==> config.mk <==
export PLATFORM = sky130hd
export DESIGN_NAME = gbn_fifo
export DESIGN_NICKNAME = d
export VERILOG_FILES = /design/src/hw/rtl/gbn_pkg.sv /design/src/hw/rtl/gbn_fifo.sv
export SDC_FILE = /design/constraint.sdc
export NUM_CORES = 1
export LEC_CHECK = 0
export BUFFER_PORTS_ARGS = -buffer_cell sky130_fd_sc_hd__buf_2
export CORE_UTILIZATION = 43
export CTS_BUF_LIST = sky130_fd_sc_hd__clkbuf_4 sky130_fd_sc_hd__clkbuf_8
export DETAILED_ROUTE_END_ITERATION = 10
export GPL_TIMING_DRIVEN = 0
export MAX_ROUTING_LAYER = met4
export PLACE_DENSITY = 0.68
export SLEW_MARGIN = 10
export SYNTH_ARGS = -nofsm -noshare
export SYNTH_HDL_FRONTEND = slang
export SYNTH_SLANG_ARGS = --single-unit
==> constraint.sdc <==
create_clock -name i_clk -period 7.7 [get_ports i_clk]
set_input_delay 1.155 -clock i_clk [delete_from_list [all_inputs] [get_ports i_clk]]
set_output_delay 1.155 -clock i_clk [all_outputs]
set_load 0.01 [all_outputs]
==> src/hw/rtl/gbn_pkg.sv <==
// shared types and constants of the greedy box suppression block
package gbn_pkg;

    localparam int COORD_W = 16;
    localparam int SIZE_W  = 15;
    localparam int AREA_W  = 2 * SIZE_W;
    localparam int POS_W   = 10;
    localparam int POS_MAX = 1023;
    localparam int THR_W   = 8;
    localparam logic [THR_W-1:0] THR_RESET = 8'd128;

    // depth of the queue between front and back
    localparam int QDEPTH  = 2;

    // geometry of one box
    typedef struct packed {
        logic signed [COORD_W-1:0] left;
        logic signed [COORD_W-1:0] top;
        logic [SIZE_W-1:0]         width;
        logic [SIZE_W-1:0]         height;
    } t_box;

    // classified candidate handed from front to back
    typedef struct packed {
        t_box              box;
        logic [AREA_W-1:0] area;
        logic [POS_W-1:0]  pos;
        logic              last;
    } t_cand;

    // one entry of the kept-box table
    typedef struct packed {
        t_box              box;
        logic [AREA_W-1:0] area;
    } t_kept;

    // decision handed to the result channel
    typedef struct packed {
        logic             keep;
        logic [POS_W-1:0] pos;
        logic             overflow;
        logic             last;
    } t_res;

    typedef enum logic [1:0] {
        ST_IDLE,
        ST_SWEEP,
        ST_DONE
    } t_back_state;

endpackage

==> src/hw/rtl/gbn_fifo.sv <==
// short queue of classified candidates between front and back
module gbn_fifo (
    input  logic              i_clk,
    input  logic              i_rst_n,
    input  logic              i_push,
    input  gbn_pkg::t_cand    i_push_data,
    output logic              o_full,
    input  logic              i_pop,
    output logic              o_valid,
    output gbn_pkg::t_cand    o_head
);

    localparam int PW = (gbn_pkg::QDEPTH > 1) ? $clog2(gbn_pkg::QDEPTH) : 1;
    localparam int CW = $clog2(gbn_pkg::QDEPTH + 1);

    gbn_pkg::t_cand  r_mem [gbn_pkg::QDEPTH];
    logic [PW-1:0]   r_wr_ptr;
    logic [PW-1:0]   r_rd_ptr;
    logic [CW-1:0]   r_fill;

    assign o_full  = (r_fill == CW'(gbn_pkg::QDEPTH));
    assign o_valid = (r_fill != '0);
    assign o_head  = r_mem[r_rd_ptr];

    // pointers and fill level
    always_ff @(posedge i_clk) begin
        if (!i_rst_n) begin
            r_wr_ptr <= '0;
            r_rd_ptr <= '0;
            r_fill   <= '0;
        end else begin
            if (i_push) begin
                r_wr_ptr <= (r_wr_ptr == PW'(gbn_pkg::QDEPTH - 1)) ? '0 : r_wr_ptr + 1'b1;
            end
            if (i_pop) begin
                r_rd_ptr <= (r_rd_ptr == PW'(gbn_pkg::QDEPTH - 1)) ? '0 : r_rd_ptr + 1'b1;
            end
            if (i_push && !i_pop) begin
                r_fill <= r_fill + 1'b1;
            end else if (i_pop && !i_push) begin
                r_fill <= r_fill - 1'b1;
            end
        end
    end

    // storage
    always_ff @(posedge i_clk) begin
        if (i_push) begin
            r_mem[r_wr_ptr] <= i_push_data;
        end
    end

    // queue misuse
    a_no_push_full: assert property (@(posedge i_clk) disable iff (!i_rst_n)
        i_push |-> !o_full)
        else $error("push into full queue");
    a_no_pop_empty: assert property (@(posedge i_clk) disable iff (!i_rst_n)
        i_pop |-> o_valid)
        else $error("pop from empty queue");

endmodule

* Word level (Yosys, flattened, before mapping)
Memories as Yosys holds them, arrays and structs flattened. A register that Yosys moved wholly into a read port is not among the register bits. Index checks and enable logic that the tools add are counted.
Word-level totals: memories kept 1, output and inout bits 105, input bits 107, register bits after elaboration 4, logic and storage cells 23, memory bits (writable) 206
Memories:
- r_mem | words 2, bits a word 103, rd ports 1, clocked after Yosys merged registers in 1, wr ports 1, RTL line gbn_fifo.sv:16 | gbn_pkg::t_cand r_mem [gbn_pkg::QDEPTH];
Cells by class: add/sub/neg operators 4, reduce and logical (&&, ||, !) cells 6, multiplexer cells 8, eq/ne operators 1
Operator list (number):
- 2-to-1 mux 1 bit | 6
- 2-to-1 mux 2 bit | 2
- nonzero test 2 bit | 2
- adder 1 bit (second input constant) | 2
- adder 2 x 1 -> 2 bit (second input constant) | 1
- equality test 2 bit (second input constant) | 1
- logical AND 1 bit | 2
- logical NOT 1 bit | 2
- subtractor 2 x 1 -> 2 bit (second input constant) | 1

* Depth between registers and ports, before layout
Gate-level depths: netlist of the first run.
depth after elaboration 4, depth in mapped cells 5

* Worst setup path before layout of the first run
Ideal clock, no wire load.
path type input port to flip-flop, start input port i_push, end memory r_mem[0][0] (netlist bit) (enable), required time 7.122 ns, setup slack 1.455 ns, setup time 0.578 ns, cell stages on the path 1, arrival 5.666 ns, buffers on the path 0, cells stage by stage nor2b_1
Between the ends: word-level cells in the longest chain between the ends 2
RTL lines:
- start, declared | RTL line gbn_fifo.sv:5 | input logic i_push,
- 2-to-1 mux 1 bit | RTL line gbn_fifo.sv:48 | if (i_push) begin
- 2-to-1 mux 1 bit (not written as such) | RTL line gbn_fifo.sv:49 | r_mem[r_wr_ptr] <= i_push_data;
- end, declared | RTL line gbn_fifo.sv:16
No other way between the ends.

==> out/qor.yml, run 1 <==
firstDrtPassIters: 6
clock_latency_ns: 0.50
final_util_pct: 56.7
cts_buffers: 35
crit_slowest_cell: "dfxtp_1"
cp_num_cells: 4
synth.area.mux_share_pct: 15.1
clk_path_buf_depth: 3
cts_resized: 0
slew_violations: 0
die-area_mm2: 0.0184
cts.sinks: 211
pwr-share-comb_pct: 10.2
io_pins: 212
hp-class: "reg -> reg"
vias: 3998
synth_nets: 450
endpoint_kind: "output pin"
switchingPower_w: 0.000564
synth_top_cell_by_area: "edfxtp_1"
synth-seq-area-share_pct: 82.0
maxCapViolations: 0
pre_cts_ws_ns: 4.96
antenna_found_initial: 2
skew_ns: 0.0135
netSwitchingFraction_pct: 22.2
post-cts-setup-buffers: 0
clk_pin_slew_ns: 0.06
ys.flop_type: "edfxtp_1"
yosysUniqueCellTypes: 18
fp.dieW_um: 136
finalCritPeriodShare_pct: 39.6
p_leak_nw: 3.76
crit_path_start_kind: "register"
start_util_pct: 44.2
path_class: "reg -> out"
drt_wl_total_mm: 13.9
grt_pass1_wl_mm: 21.2
area_delta_synth_final_pct: 28.3
powerDensity_mw_per_mm2: 258
root_buffer: "clkbuf_8"
ff2ff_path_depth: 2
place_congestion: 0.686
required_ns: 6.55
p_int_w: 0.00197
syn_inst: 342
synth_top_area_share_pct: 80.7
crit_family: "buffers and inverters"
fp-row-count: 48
seqPwrFrac_pct: 52.9
grt_max_degree: 57
die_y_um: 136
p_clk_share_pct: 36.9
synthSimpleGateAreaFrac_pct: 0.734
track_usage_pct: 15.8
place_hpwl_mm: 9.52
worstPathArrival_ns: 1.90
async_flop_share_pct: 0
slew_headroom_pct: 49.0
via_per_inst: 4.71
finalWorstSetupSlack_ns: 4.65
cts_tree: "built"
drtIter0Drc: 165
drive_above_1_share_pct: 51.3
ys_top_cells_by_count: "edfxtp_1, mux2_1, mux2_2, buf_6, dfxtp_1"
yosysWarningCount: 0
grt_pass1_vias: 4324
synth_edf_count: 206
rsz0062_at_grt: "false"
htreeDepth: 2
ant_nets: 0
crit_fanout: 10
core_mm2: 0.0174
yosysMostFrequentCell: "edfxtp_1"
synth_xor_area_share_pct: 0.343
ys_ff_latch: 211
synth_compound_area_share_pct: 0.261
setup_violations: 0
drc: 0
post_drt_wl_per_cell_um: 16.4
path_cells: "buf_4 -> buf_6 -> mux2_1 -> buf_2"
ir_drop_mv: 0.163
status: "complete, no violations"
period_minus_slack_ns: 3.05
fillerInstances: 1388
synth_top_family_by_area: "multiplexers"
grt-ovfl-total: 0
nNetsFinal: 703
synth_area_leaders: "edfxtp_1, mux2_1, mux2_2, dfxtp_1, buf_6"
synthAdderAreaFrac_pct: 0.163
fmaxAchievable_mhz: 328
cpPeakStageDelay_ns: 0.41
cts-hold-fix-buffers: 0
hold_depth: 2
whs_ns: 0.505
syn_area_per_cell_um2: 22.4
tightest_slew_ns: 0.764
path_buf_inv: 3
port_buffers: 211
syn_area_mm2: 0.00767
hold_violations: 0
## through the flow
| stage | setup TNS, ns | instance area, µm² | total power [W] | std cells |
|---|---|---|---|---|
| after floorplan | 0 | 7670 | 0.00151 | 342 |
| final | 0 | 9840 | 0.00254 | 849 |
| after global routing | 0 | 9840 | 0.00265 | 849 |
| after global placement | -104.27 | 9000 | 0.00162 | 778 |
| after detailed placement | 0 | 9150 | 0.00163 | 783 |
| after CTS | 0 | 9830 | 0.00258 | 847 |
## final timing paths
path                                      to  slack (ns)       from
worst max-delay path              o_head[15]        4.65   register
worst min-delay path               r_fill[1]        0.50  r_fill[1]
worst max register to register  r_mem[1][79]        5.96   r_wr_ptr
worst min register to register     r_fill[1]        0.50  r_fill[1]
## cell usage in the layout, fill, tap and decap left out, drive strengths merged
cell type,n
mux2,103
clkinvlp,1
inv,2
xnor2,1
clkbuf,46
dfxtp,5
and2,4
buf,227
bufinv,1
or3,1
nor2b,3
a21boi,1
o21ai,1
clkinv,15
o21a,1
diode,2
ha,1
edfxtp,206
or2,1
xor2,2
## area by class of cell
| cell class | instances | area [µm²] | share of cell area, % |
|---|---|---|---|
| multi-input cells | 119 | 1280 | 13.1 |
| diodes | 2 | 5.00 | 0.0509 |
| well taps | 225 | 282 | 2.86 |
| clock buffers | 46 | 571 | 5.80 |
| clock inverters | 18 | 111 | 1.13 |
| repair buffers | 216 | 1190 | 12.1 |
| plain buffers | 11 | 101 | 1.03 |
| flip-flops and latches | 211 | 6290 | 63.9 |
| inverters | 1 | 3.75 | 0.0382 |
## kinds of logic (layout without fill, tap and decap cells)
| logic type | count (synthesis) | after routing |
|---|---|---|
| buf+inv | 12 | 292 |
| fa+ha+maj | 1 | 1 |
| xor+xnor | 3 | 3 |
| other cells | 0 | 2 |
| compound gates | 3 | 3 |
| mux | 103 | 103 |
| simple gates | 9 | 9 |
| flops | 211 | 211 |
## worst register-to-register path, delay by kind of cell (launching register included)
family	cells	cell delay (ns)
buf+inv	1	0.34
flops	1	0.39
simple gates	1	0.63
## routing by layer
layer  vias to the layer above  wire length (µm)  global-route usage [%]
met1                      1926              5510                    17.3
met4                         0               291                    5.56
met3                        23              1230                    5.69
li1                       1879                 -                       -
met2                       170              6890                    26.5
met5                         -                 0                       -
## state kept, by name, summed over array words and instances, names as in the netlist, named ones only
signal and cells:
r_rd_ptr 1, r_mem 206, r_wr_ptr 1, r_fill 2
## power groups by stage
| stage | clock, W | sequential (W) | combinational (W) |
|---|---|---|---|
| floorplan | 0 | 0.00137 | 0.000140 |
| global placement | 0 | 0.00137 | 0.000246 |
| detailed placement | 0 | 0.00137 | 0.000264 |
| CTS | 0.000970 | 0.00134 | 0.000266 |
| global route | 0.00102 | 0.00135 | 0.000283 |
| finish | 0.000937 | 0.00134 | 0.000260 |
Power figures use the tool's default switching activity.
==> inputs of run 2 (changes only) <==
Settings changed: ABC_AREA from default to 1.
Clock period 7.7 ns to 3.2 ns, I/O delays scaled along.
==> out/qor.yml, run 2 <==
cts_buffers: 36
cts_resized: 0
vias: 4079
p_int_w: 0.00478
root_buffer: "clkbuf_8"
worstReg2RegStart: "r_wr_ptr"
period_minus_slack_ns: 2.32
htreeDepth: 2
yosysUniqueCellTypes: 14
path_class: "reg -> out"
grt-ovfl-total: 0
drc: 0
place_hpwl_mm: 9.62
start_util_pct: 44.2
synth_top_cell_by_area: "edfxtp_1"
required_ns: 2.72
slew_violations: 0
endpoint_kind: "output pin"
slew_headroom_pct: 55.0
rsz0062_at_grt: "false"
via_per_inst: 4.74
synth_area_leaders: "edfxtp_1, mux2_2, dfxtp_1, buf_6, nand2_1"
tightest_slew_ns: 0.674
p_clk_share_pct: 37.4
grtUsageMet2_pct: 26.5
synthAdderAreaFrac_pct: 0.163
largest_register_ffs: 206
nNetsFinal: 717
cpPeakStageDelay_ns: 0.37
antenna_found_initial: 1
r2r-end: "r_mem[0][31]"
syn_area_per_cell_um2: 21.6
fp.dieW_um: 136
hold_start: "i_push_data[101]"
syn_inst: 355
clock_latency_ns: 0.49
cts_tree: "built"
netSwitchingFraction_pct: 21.5
track_usage_pct: 16.1
cts-hold-fix-buffers: 0
gr-max-usage-layer: "met2"
hold_depth: 1
worstPathArrival_ns: 1.84
crit_slowest_cell: "dfxtp_1"
hp-class: "in -> reg"
grt_max_degree: 68
drive_above_1_share_pct: 61.0
synth_compound_area_share_pct: 0.130
grt_pass1_vias: 4346
drt_wl_total_mm: 14.5
layout_commonest_cell: "buf_2"
use_met1_pct: 17.9
clk_pin_slew_ns: 0.06
ys_ff_latch: 211
synthSimpleGateAreaFrac_pct: 0.978
ir_drop_mv: 0.339
reg.largest.list: "r_mem x206, r_fill x2"
synth_nets: 463
async_flop_share_pct: 0
top_register: "r_mem"
post_drt_wl_per_cell_um: 16.8
crit_path_start_kind: "register"
seqPwrFrac_pct: 53.0
switchingPower_w: 0.00131
crit_fanout: 10
path_cells: "buf_4 -> buf_6 -> mux2_2 -> buf_2"
placed_area_mm2: 0.00916
reg2reg_slack_ns: 1.52
port_buffers: 211
synth_top_area_share_pct: 80.6
grt_use_met3_pct: 5.46
skew_ns: 0.00822
die-area_mm2: 0.0184
stdcell_area_mm2: 0.00984
clk_path_buf_depth: 3
syn_area_mm2: 0.00767
grt_pass1_wl_mm: 21.6
ys.flop_type: "edfxtp_1"
whs_ns: 0.177
io_pins: 212
powerDensity_mw_per_mm2: 619
core_mm2: 0.0174
setup_violations: 0
p_total_w: 0.00610
place_congestion: 0.702
post-cts-setup-buffers: 0
fmaxAchievable_mhz: 432
p_leak_nw: 3.77
yosysMostFrequentCell: "edfxtp_1"
cts.sinks: 211
finalCritPeriodShare_pct: 72.4
synth.area.mux_share_pct: 15.1
drtIter0Drc: 212
maxCapViolations: 0
fp-row-count: 48
firstDrtPassIters: 4
die_y_um: 136
ys_top_cells_by_count: "edfxtp_1, mux2_2, nand2_1, inv_1, nor2_1"
ant_nets: 0
synth-seq-area-share_pct: 81.9
synth_top_family_by_area: "multiplexers"
yosysWarningCount: 0
status: "complete, no violations"
hold_end: "r_mem[1][101]"
synth_edf_count: 206
pwr-share-comb_pct: 9.6
ff2ff_path_depth: 3
mostFrequentLayoutCells: "buf_2, edfxtp_1, mux2_2, clkbuf_8, clkbuf_4"
area_delta_synth_final_pct: 28.3
hold_violations: 0
synth_xor_area_share_pct: 0
==> run 2: worst max-delay path by stage <==
stage                         from      endpoint  depth (start not counted)
after floorplan             i_push   r_mem[1][0]                          2
after global placement      i_push  r_mem[1][77]                          3
after detailed placement    i_push  r_mem[0][79]                          5
after CTS                 register    o_head[55]                          4
after global routing      register    o_head[55]                          4
final                     register    o_head[55]                          4
==> run 2: area by class of cell <==
cell class | instances | area, µm²
Multi-Input combinational cell | 125 | 1260
Buffer | 11 | 101
Tap cell | 225 | 282
Timing Repair Buffer | 216 | 1190
Clock buffer | 50 | 607
Inverter | 8 | 35.0
Fill cell | 1351 | 7510
Clock inverter | 13 | 80.1
Antenna cell | 1 | 2.50
Sequential cell | 211 | 6290
==> run 2: kinds of logic (layout without fill, tap and decap cells) <==
group | Yosys count | count (layout)
other cells | 0 | 1
mux | 103 | 103
compound gates | 2 | 2
flops | 211 | 211
simple gates | 19 | 19
fa+ha+maj | 1 | 1
buf+inv | 19 | 298
==> run 2: power by group through the flow <==
stage          logic, W  clock network (W)  registers, W
2_1_floorplan  0.000314                  0       0.00329
3_3_place_gp   0.000551                  0       0.00329
3_5_place_dp   0.000594                  0       0.00329
4_1_cts        0.000598            0.00236       0.00323
5_1_grt        0.000636            0.00247       0.00324
6_report       0.000586            0.00228       0.00323
==> run 2: through the flow <==
stage	cells	worst slack (ns)	setup TNS, ns	util, %
floorplan	355	0.196	0	-
global placement	791	-0.987	-117.07	52.0
detailed placement	796	1.18	0	52.7
CTS	859	0.786	0	56.7
global route	860	0.759	0	56.7
finish	860	0.884	0	56.7
==> run 2: critical path: cells and delay by family (launching register included) <==
| family | cells | cell delay (ns) |
|---|---|---|
| DFF | 1 | 0.37 |
| buffers and inverters | 3 | 0.60 |
| muxes | 1 | 0.37 |
==> run 2: layer usage <==
metal	up-vias	routed length (µm)
li1	1912	-
met1	1969	5740
met2	176	7290
met3	22	1240
met4	0	215
met5	-	0
