===== config.mk =====
export PLATFORM = sky130hd
export DESIGN_NAME = gbn_front_flat
export DESIGN_NICKNAME = d
export VERILOG_FILES = /design/src/hw/rtl/gbn_pkg.sv /design/src/hw/rtl/gbn_ifs.sv /design/src/hw/rtl/gbn_front.sv /design/src/flat_wrapper.sv
export SDC_FILE = /design/constraint.sdc
export NUM_CORES = 1
export LEC_CHECK = 0
export BUFFER_PORTS_ARGS = -buffer_cell sky130_fd_sc_hd__buf_2
export CAP_MARGIN = 10
export CORE_AREA = 8 8 146 148
export CTS_BUF_LIST = sky130_fd_sc_hd__clkbuf_4 sky130_fd_sc_hd__clkbuf_8
export DETAILED_ROUTE_END_ITERATION = 7
export DIE_AREA = 0 0 154 156
export MAX_ROUTING_LAYER = met4
export PLACE_DENSITY = 0.81
export SETUP_SLACK_MARGIN = 0.5
export SLEW_MARGIN = 10
export SYNTH_ARGS = -nofsm -noshare
export SYNTH_HDL_FRONTEND = slang
export SYNTH_SLANG_ARGS = --single-unit

===== constraint.sdc =====
create_clock -name i_clk -period 8.05 [get_ports i_clk]
set_input_delay 0.805 -clock i_clk [delete_from_list [all_inputs] [get_ports i_clk]]
set_output_delay 0.805 -clock i_clk [all_outputs]
set_load 0.01 [all_outputs]

===== src/hw/rtl/gbn_pkg.sv =====
// shared types and constants of the greedy box suppression block
package gbn_pkg;

    localparam int COORD_W = 16;
    localparam int SIZE_W  = 15;
    localparam int AREA_W  = 2 * SIZE_W;
    localparam int POS_W   = 10;
    localparam int POS_MAX = 1023;
    localparam int THR_W   = 8;
    localparam logic [THR_W-1:0] THR_RESET = 8'd128;

    // depth of the queue between front and back
    localparam int QDEPTH  = 2;

    // geometry of one box
    typedef struct packed {
        logic signed [COORD_W-1:0] left;
        logic signed [COORD_W-1:0] top;
        logic [SIZE_W-1:0]         width;
        logic [SIZE_W-1:0]         height;
    } t_box;

    // classified candidate handed from front to back
    typedef struct packed {
        t_box              box;
        logic [AREA_W-1:0] area;
        logic [POS_W-1:0]  pos;
        logic              last;
    } t_cand;

    // one entry of the kept-box table
    typedef struct packed {
        t_box              box;
        logic [AREA_W-1:0] area;
    } t_kept;

    // decision handed to the result channel
    typedef struct packed {
        logic             keep;
        logic [POS_W-1:0] pos;
        logic             overflow;
        logic             last;
    } t_res;

    typedef enum logic [1:0] {
        ST_IDLE,
        ST_SWEEP,
        ST_DONE
    } t_back_state;

endpackage


===== src/hw/rtl/gbn_ifs.sv =====
// handshake channels for candidate boxes and keep decisions
interface gbn_box_if;
    logic                                  valid;
    logic                                  ready;
    logic signed [gbn_pkg::COORD_W-1:0]    box_left;
    logic signed [gbn_pkg::COORD_W-1:0]    box_top;
    logic [gbn_pkg::SIZE_W-1:0]            box_width;
    logic [gbn_pkg::SIZE_W-1:0]            box_height;
    logic                                  frame_last;

    modport source (
        output valid, box_left, box_top, box_width, box_height, frame_last,
        input  ready
    );
    modport sink (
        input  valid, box_left, box_top, box_width, box_height, frame_last,
        output ready
    );
endinterface



===== src/hw/rtl/gbn_front.sv =====
// front end: accepts candidates, numbers them and computes their area
module gbn_front #(
    parameter int MAX_CANDIDATES = 1024
) (
    input  logic              i_clk,
    input  logic              i_rst_n,
    gbn_box_if.sink           i_box,
    input  logic              i_full,
    output logic              o_push,
    output gbn_pkg::t_cand    o_push_data
);

    localparam int SAT = (MAX_CANDIDATES - 1 < gbn_pkg::POS_MAX) ?
                         (MAX_CANDIDATES - 1) : gbn_pkg::POS_MAX;

    logic                        r_valid;
    gbn_pkg::t_cand              r_cand;
    logic [gbn_pkg::POS_W-1:0]   r_pos;
    logic [gbn_pkg::POS_W-1:0]   n_pos;
    logic                        w_accept;
    logic [gbn_pkg::AREA_W-1:0]  w_area;

    // stage frees up when its item moves into the queue
    assign o_push      = r_valid && !i_full;
    assign o_push_data = r_cand;
    assign i_box.ready = !r_valid || !i_full;
    assign w_accept    = i_box.valid && i_box.ready;

    // area of the incoming box
    assign w_area = gbn_pkg::AREA_W'(i_box.box_width) * gbn_pkg::AREA_W'(i_box.box_height);

    // position within the frame, saturating, restarting after the last item
    always_comb begin
        n_pos = r_pos;
        if (i_box.frame_last) begin
            n_pos = '0;
        end else if (r_pos < gbn_pkg::POS_W'(SAT)) begin
            n_pos = r_pos + 1'b1;
        end
    end

    // control registers
    always_ff @(posedge i_clk) begin
        if (!i_rst_n) begin
            r_valid <= 1'b0;
            r_pos   <= '0;
        end else begin
            if (w_accept) begin
                r_valid <= 1'b1;
                r_pos   <= n_pos;
            end else if (o_push) begin
                r_valid <= 1'b0;
            end
        end
    end

    // candidate payload
    always_ff @(posedge i_clk) begin
        if (w_accept) begin
            r_cand.box.left   <= i_box.box_left;
            r_cand.box.top    <= i_box.box_top;
            r_cand.box.width  <= i_box.box_width;
            r_cand.box.height <= i_box.box_height;
            r_cand.area       <= w_area;
            r_cand.pos        <= r_pos;
            r_cand.last       <= i_box.frame_last;
        end
    end

endmodule


===== src/flat_wrapper.sv =====
// flat-port wrapper written by rule: the top's interface ports become plain ports
module gbn_front_flat 
#(
    parameter int MAX_CANDIDATES = 1024
)
  (i_clk, i_rst_n, i_full, o_push, o_push_data, i_box_valid, i_box_box_left, i_box_box_top, i_box_box_width, i_box_box_height, i_box_frame_last, i_box_ready);
  gbn_box_if i_box_i ();
  input  logic i_clk;
  input  logic i_rst_n;
  input  logic i_full;
  output logic o_push;
  output gbn_pkg::t_cand o_push_data;
  input wire logic [$bits(i_box_i.valid)-1:0] i_box_valid;
  input wire logic [$bits(i_box_i.box_left)-1:0] i_box_box_left;
  input wire logic [$bits(i_box_i.box_top)-1:0] i_box_box_top;
  input wire logic [$bits(i_box_i.box_width)-1:0] i_box_box_width;
  input wire logic [$bits(i_box_i.box_height)-1:0] i_box_box_height;
  input wire logic [$bits(i_box_i.frame_last)-1:0] i_box_frame_last;
  output wire logic [$bits(i_box_i.ready)-1:0] i_box_ready;
  assign i_box_i.valid = i_box_valid;
  assign i_box_i.box_left = i_box_box_left;
  assign i_box_i.box_top = i_box_box_top;
  assign i_box_i.box_width = i_box_box_width;
  assign i_box_i.box_height = i_box_box_height;
  assign i_box_i.frame_last = i_box_frame_last;
  assign i_box_ready = i_box_i.ready;
  gbn_front #(.MAX_CANDIDATES(MAX_CANDIDATES)) u_core (.i_clk(i_clk), .i_rst_n(i_rst_n), .i_box(i_box_i), .i_full(i_full), .o_push(o_push), .o_push_data(o_push_data));
endmodule

Yosys cells after proc, flatten, opt, wreduce, memory -nomap -nowiden
Cells that the tools add are included.
{"block": "word_totals", "regBits": 114, "in_bits": 67, "out_inout_bits": 105, "elab_cells": 24}
{"block": "classes", "n_addsub": 1, "n_mul": 1, "n_lt_le_gt_ge": 1, "n_mux": 4, "n_reduce_logical": 8}
{"op": "$mul 15x15->30", "count": 1}
{"op": "$mux 10", "count": 2}
{"op": "$add 10x1->10 const B", "count": 1}
{"op": "$lt 10x10->1 const B", "count": 1}
{"op": "$reduce_bool 2->1", "count": 2}
{"op": "$logic_and 1x1->1", "count": 2}
{"op": "$logic_not 1->1", "count": 2}
{"op": "$mux 1", "count": 2}
{"op": "$reduce_and 2->1", "count": 1}
{"op": "$logic_or 1x1->1", "count": 1}

Logic depth before layout (Yosys ltp)
{"block": "logic_depth", "depth_word": 4, "ltp_mapped": 22}

Worst setup path after synthesis
No wires, ideal clock.
{"block": "synth_path", "path_type": "input to register", "startpoint": "input port i_box_box_height[0]", "endpoint": "register u_core.r_cand, in the netlist u_core.o_push_data[37], data pin", "setup_time_ps": 259, "arrival_ps": 6022, "t_required_ps": 7791, "path_slack_ps": 1769, "cell_stages": 21, "cell_sequence": "clkbuf_1 and2_1 fa_1 inv_1 fa_1 inv_1 fa_1 inv_1 fa_1 inv_1 fa_1 inv_1 fa_1 inv_1 ha_1 a311oi_1 or3b_1 a311o_1 a21boi_2 a41oi_1 xnor2_1"}
{"block": "synth_between", "elab_chain_cells": 1}
{"element": "start: declaration", "line_no": "flat_wrapper.sv:17", "text": "input wire logic [$bits(i_box_i.box_height)-1:0] i_box_box_height;"}
{"element": "$mul 15x15->30", "line_no": "gbn_front.sv:30", "text": "assign w_area = gbn_pkg::AREA_W'(i_box.box_width) * gbn_pkg::AREA_W'(i_box.box_height);"}
{"element": "named net u_core.w_area, one bit", "line_no": "gbn_front.sv:21", "text": "logic [gbn_pkg::AREA_W-1:0] w_area;"}
{"element": "end: declaration", "line_no": "gbn_front.sv:17", "text": "gbn_pkg::t_cand r_cand;"}
The timed path passes the listed nets, and every way through them passes these cells.
A chain may end at the register's enable or synchronous reset.

Worst setup path in the final report
{"block": "layout_path", "startpoint": "input port i_box_box_width[10]", "endpoint": "register u_core.r_cand, in the netlist u_core.o_push_data[38], data pin"}
{"block": "layout_between", "elab_chain_cells": 1}
{"element": "start: declaration", "line_no": "flat_wrapper.sv:16", "text": "input wire logic [$bits(i_box_i.box_width)-1:0] i_box_box_width;"}
{"element": "$mul 15x15->30", "line_no": "gbn_front.sv:30"}
{"element": "named net u_core.w_area, one bit", "line_no": "gbn_front.sv:21"}
The timed path passes the listed nets, and every way through them passes these cells.

==> summary.txt <==
Yosys
  – Synth Flop Type: sky130_fd_sc_hd__edfxtp_1
  – Avg Synthesized Cell Area: 10.74 um^2
  – Number of enable flip-flop cells after synthesis: 103
  – #FFs+latches synth: 114
  – Largest cells by area after synthesis: sky130_fd_sc_hd__fa_1 30%, sky130_fd_sc_hd__edfxtp_1 28%, sky130_fd_sc_hd__ha_1 11%
  – Post-synth net total: 1,362
  – Seq/Total Area, Yosys: 0.2985
  – Proportion of netlist area held by the largest area contributor: 0.3012
  – Cell count after synthesis: 1,033
  – Commonest cells in the synthesized netlist: 207 x sky130_fd_sc_hd__inv_1, 167 x sky130_fd_sc_hd__fa_1, 129 x sky130_fd_sc_hd__and2_1
  – Share of async-settable or async-resettable flops after synthesis: 0
  – Summed instance area of the synthesized netlist: 11,100 um^2
  – Most common cell in the synthesized netlist: sky130_fd_sc_hd__inv_1
  – Biggest area consumer among synthesized cells: sky130_fd_sc_hd__fa_1
  – Count of warnings emitted by yosys: 0
  – Synth cell types: 41

Hold path
  – Worst min-delay path startpoint: u_core.r_pos[9]
  – Hold EP: u_core.o_push_data[10]
  – Hold Path Stages: 0
  – Worst Hold Class: register to register

Global routing
  – GRT Resource Usage Total: 0.2227
  – Wire length of the first global-routing pass: 41.33 mm
  – Largest net degree at the start of global routing: 66
  – Final global-route overflow total: 0
  – Initial antenna violation count: 2
  – Number of global-route vias before repair: 8,168

Timing
  – Max-slew violation count: 0
  – Final cycle utilization of the critical path: 0.8043
  – Minimum period implied by the final worst setup slack: 6.475 ns
  – Setup TNS Final: 0 ns
  – Final count of hold timing violations: 0
  – Maximum frequency from static timing analysis: 154.4 MHz
  – Worst clock skew: 0.01136 ns
  – RSZ-0062 raised after global routing: no
  – Relative slew slack: 0.4695
  – Tightest Pin Transition: 0.7958 ns
  – Number of endpoints failing setup at the final stage: 0
  – WHS: 0.5136 ns

CTS
  – Clock Sink Count: 114
  – Skew-Pair Late Insertion Delay: 0.46 ns
  – Number of H-tree levels: 4
  – Cell at the root of the clock tree: sky130_fd_sc_hd__clkbuf_8
  – Clock tree from TritonCTS: built
  – Number of gates resized after cts: 0
  – Buffer count from post-CTS setup fixing: 0
  – Reg clk slew, reported paths: 0.09 ns
  – Cts-stage hold buffer count: 0
  – Clock buffer depth: 2
  – Number of buffers created by CTS: 17

Run
  – Maxcap violations: 0

Power and ir drop
  – Reported leakage power: 6.188 nW
  – Power density over the cells: 430.9 nW/um^2
  – Maximum VDD drop: 0.3375 mV

Critical path
  – Endpoint type of the worst setup path: register
  – R2R setup slack: 5.77 ns
  – Reg2reg path depth: 7
  – Critical path type: input pin to register
  – Worst-path fanout max: 16
  – Required arrival time at the worst endpoint: 8.33 ns
  – Endpoint of the most critical register-to-register path: u_core.r_pos[9]
  – Launch point of the critical path: i_box_box_width[10]
  – Arrival time at the worst endpoint: 6.76 ns
  – Critical path startpoint category: input pin
  – Reg-to-reg critical path startpoint: u_core.r_valid

Detailed routing
  – Total number of vias: 7,756
  – Average detailed-routed wire length per instance: 17.14 um
  – Iter 0 DRT Violations: 391
  – Overall routed net length: 24.79 mm
  – Routed via count divided by cell count: 5.364
  – Number of antenna-violating nets in the routed design: 0
  – DRC violations left: 0
  – Count of TritonRoute iterations in the first routing pass: 5

Placed design
  – Gpl congestion: 0.8801
  – Number of input and output port buffers inserted: 171
  – DPL Wire Length: 19.59 mm

Finish
  – Final-stage net count: 1,522
  – Fraction of final layout cells with drive strength greater than 1: 0.1716
  – Area growth syn-to-layout: 13.25%
  – Fillers: 1,433

Die
  – Number of top-level pins: 172
  – Die Wd: 154 um
  – Floorplan die area: 24,020 um^2
  – Starting density of the core: 0.5817
  – Cell Rows: 51
  – Floorplan die height: 156 um
  – Core area: 19,080 um^2

Status
  – Outcome: completed
## final cells by class
type                       count  area, um^2  share of cell area
tap                          238       297.8             0.02369
antenna                        2       5.005           0.0003982
multi-input combinational    681        6895              0.5486
clock inverter                15       183.9             0.01463
sequential                   114        3313              0.2636
inverter                     207       777.0             0.06182
clock buffer                  17       234.0             0.01861
timing repair buffer         172       863.3             0.06868
## sequential cells by signal (all words and copies together), names as in the netlist
name	count
u_core.o_push_data	103
u_core.r_pos	10
u_core.r_valid	1
## power by group
| part | total, mW | internal, mW | switching, mW |
|---|---|---|---|
| clock | 0.579 | 0.291 | 0.289 |
| combinational | 3.88 | 1.61 | 2.27 |
| sequential | 0.961 | 0.934 | 0.0270 |
## metal layers
layer  routed length, um  share of wire  vias to the layer above  GRT usage
met1                9982           0.40                     3880     0.2700
met3                2091          0.084                       29    0.05346
met4                 388          0.016                        0    0.05646
li1                    -              -                     3545          -
met5                   0              0                        -          -
met2               12330           0.50                      302     0.3709
## critical path, cell delays in order
cell and delay, ns:
sky130_fd_sc_hd__buf_2 0.20, sky130_fd_sc_hd__and2_1 0.20, sky130_fd_sc_hd__fa_1 0.54, sky130_fd_sc_hd__inv_1 0.06
sky130_fd_sc_hd__fa_1 0.53, sky130_fd_sc_hd__inv_1 0.06, sky130_fd_sc_hd__fa_1 0.50, sky130_fd_sc_hd__inv_1 0.06
sky130_fd_sc_hd__fa_1 0.53, sky130_fd_sc_hd__inv_1 0.05, sky130_fd_sc_hd__fa_1 0.47, sky130_fd_sc_hd__inv_1 0.05
sky130_fd_sc_hd__fa_1 0.47, sky130_fd_sc_hd__inv_1 0.05, sky130_fd_sc_hd__ha_1 0.36, sky130_fd_sc_hd__a2111oi_0 0.39
sky130_fd_sc_hd__o21ai_0 0.26, sky130_fd_sc_hd__nand4_1 0.21, sky130_fd_sc_hd__a31oi_1 0.18, sky130_fd_sc_hd__nor2b_1 0.27
sky130_fd_sc_hd__o21ai_0 0.18, sky130_fd_sc_hd__a311oi_1 0.32
## worst max-delay path by stage
| stage | to | slack [ns] |
|---|---|---|
| 2_1_floorplan | u_core.o_push_data[37] | 1.77 |
| 3_3_place_gp | u_core.o_push_data[34] | 1.38 |
| 6_report | u_core.o_push_data[38] | 1.58 |
| 3_5_place_dp | u_core.o_push_data[38] | 1.21 |
| 4_1_cts | u_core.o_push_data[38] | 1.62 |
| 5_1_grt | u_core.o_push_data[38] | 1.33 |
## logic make-up (layout without fill, tap and decap cells)
kind of cell | after synthesis | after routing | synth area share
AOI/OAI and AO/OA | 74 | 74 | 0.04284
xor gates and xnor gates | 33 | 33 | 0.02604
DFF | 114 | 114 | 0.2985
adders and majority gates | 262 | 262 | 0.4083
and+or+nand+nor | 310 | 310 | 0.1420
buffers and inverters | 238 | 411 | 0.08049
muxes | 2 | 2 | 0.001804
other | 0 | 2 | 0
## cells in the final DEF, fill, tap and decap left out, types with 2 or more instances in the layout
cell,instances
sky130_fd_sc_hd__inv_1,207
sky130_fd_sc_hd__buf_2,171
sky130_fd_sc_hd__fa_1,167
sky130_fd_sc_hd__and2_1,128
sky130_fd_sc_hd__nand2_1,122
sky130_fd_sc_hd__edfxtp_1,103
sky130_fd_sc_hd__ha_1,95
sky130_fd_sc_hd__a21oi_1,27
sky130_fd_sc_hd__xnor2_1,22
sky130_fd_sc_hd__nor2_1,21
sky130_fd_sc_hd__clkbuf_8,17
sky130_fd_sc_hd__o21ai_0,12
sky130_fd_sc_hd__a21o_1,12
sky130_fd_sc_hd__xor2_1,11
sky130_fd_sc_hd__dfxtp_1,11
sky130_fd_sc_hd__nor2b_1,9
sky130_fd_sc_hd__nand3_1,9
sky130_fd_sc_hd__nand4_1,6
sky130_fd_sc_hd__inv_6,6
sky130_fd_sc_hd__o21bai_1,5
sky130_fd_sc_hd__inv_8,5
sky130_fd_sc_hd__and4_1,3
sky130_fd_sc_hd__nor3_1,3
sky130_fd_sc_hd__a31oi_1,3
sky130_fd_sc_hd__diode_2,2
sky130_fd_sc_hd__a311oi_1,2
sky130_fd_sc_hd__and3_1,2
sky130_fd_sc_hd__mux2i_1,2
sky130_fd_sc_hd__nand2b_1,2
sky130_fd_sc_hd__or3_1,2
sky130_fd_sc_hd__clkinvlp_4,2
sky130_fd_sc_hd__bufinv_16,2
## per-stage QoR
step	total power [mW]	instances	cell area, um^2	utilization	setup WS, ns
6_report	5.416	1446	12570	0.6588	1.575
3_3_place_gp	4.744	1412	12150	0.6366	1.378
4_1_cts	5.453	1444	12560	0.6585	1.625
5_1_grt	5.967	1446	12570	0.6588	1.326
2_1_floorplan	3.878	1033	11100	-	1.769
3_5_place_dp	4.816	1412	12150	0.6366	1.206
No activity file was read; power rests on OpenSTA's default activity.
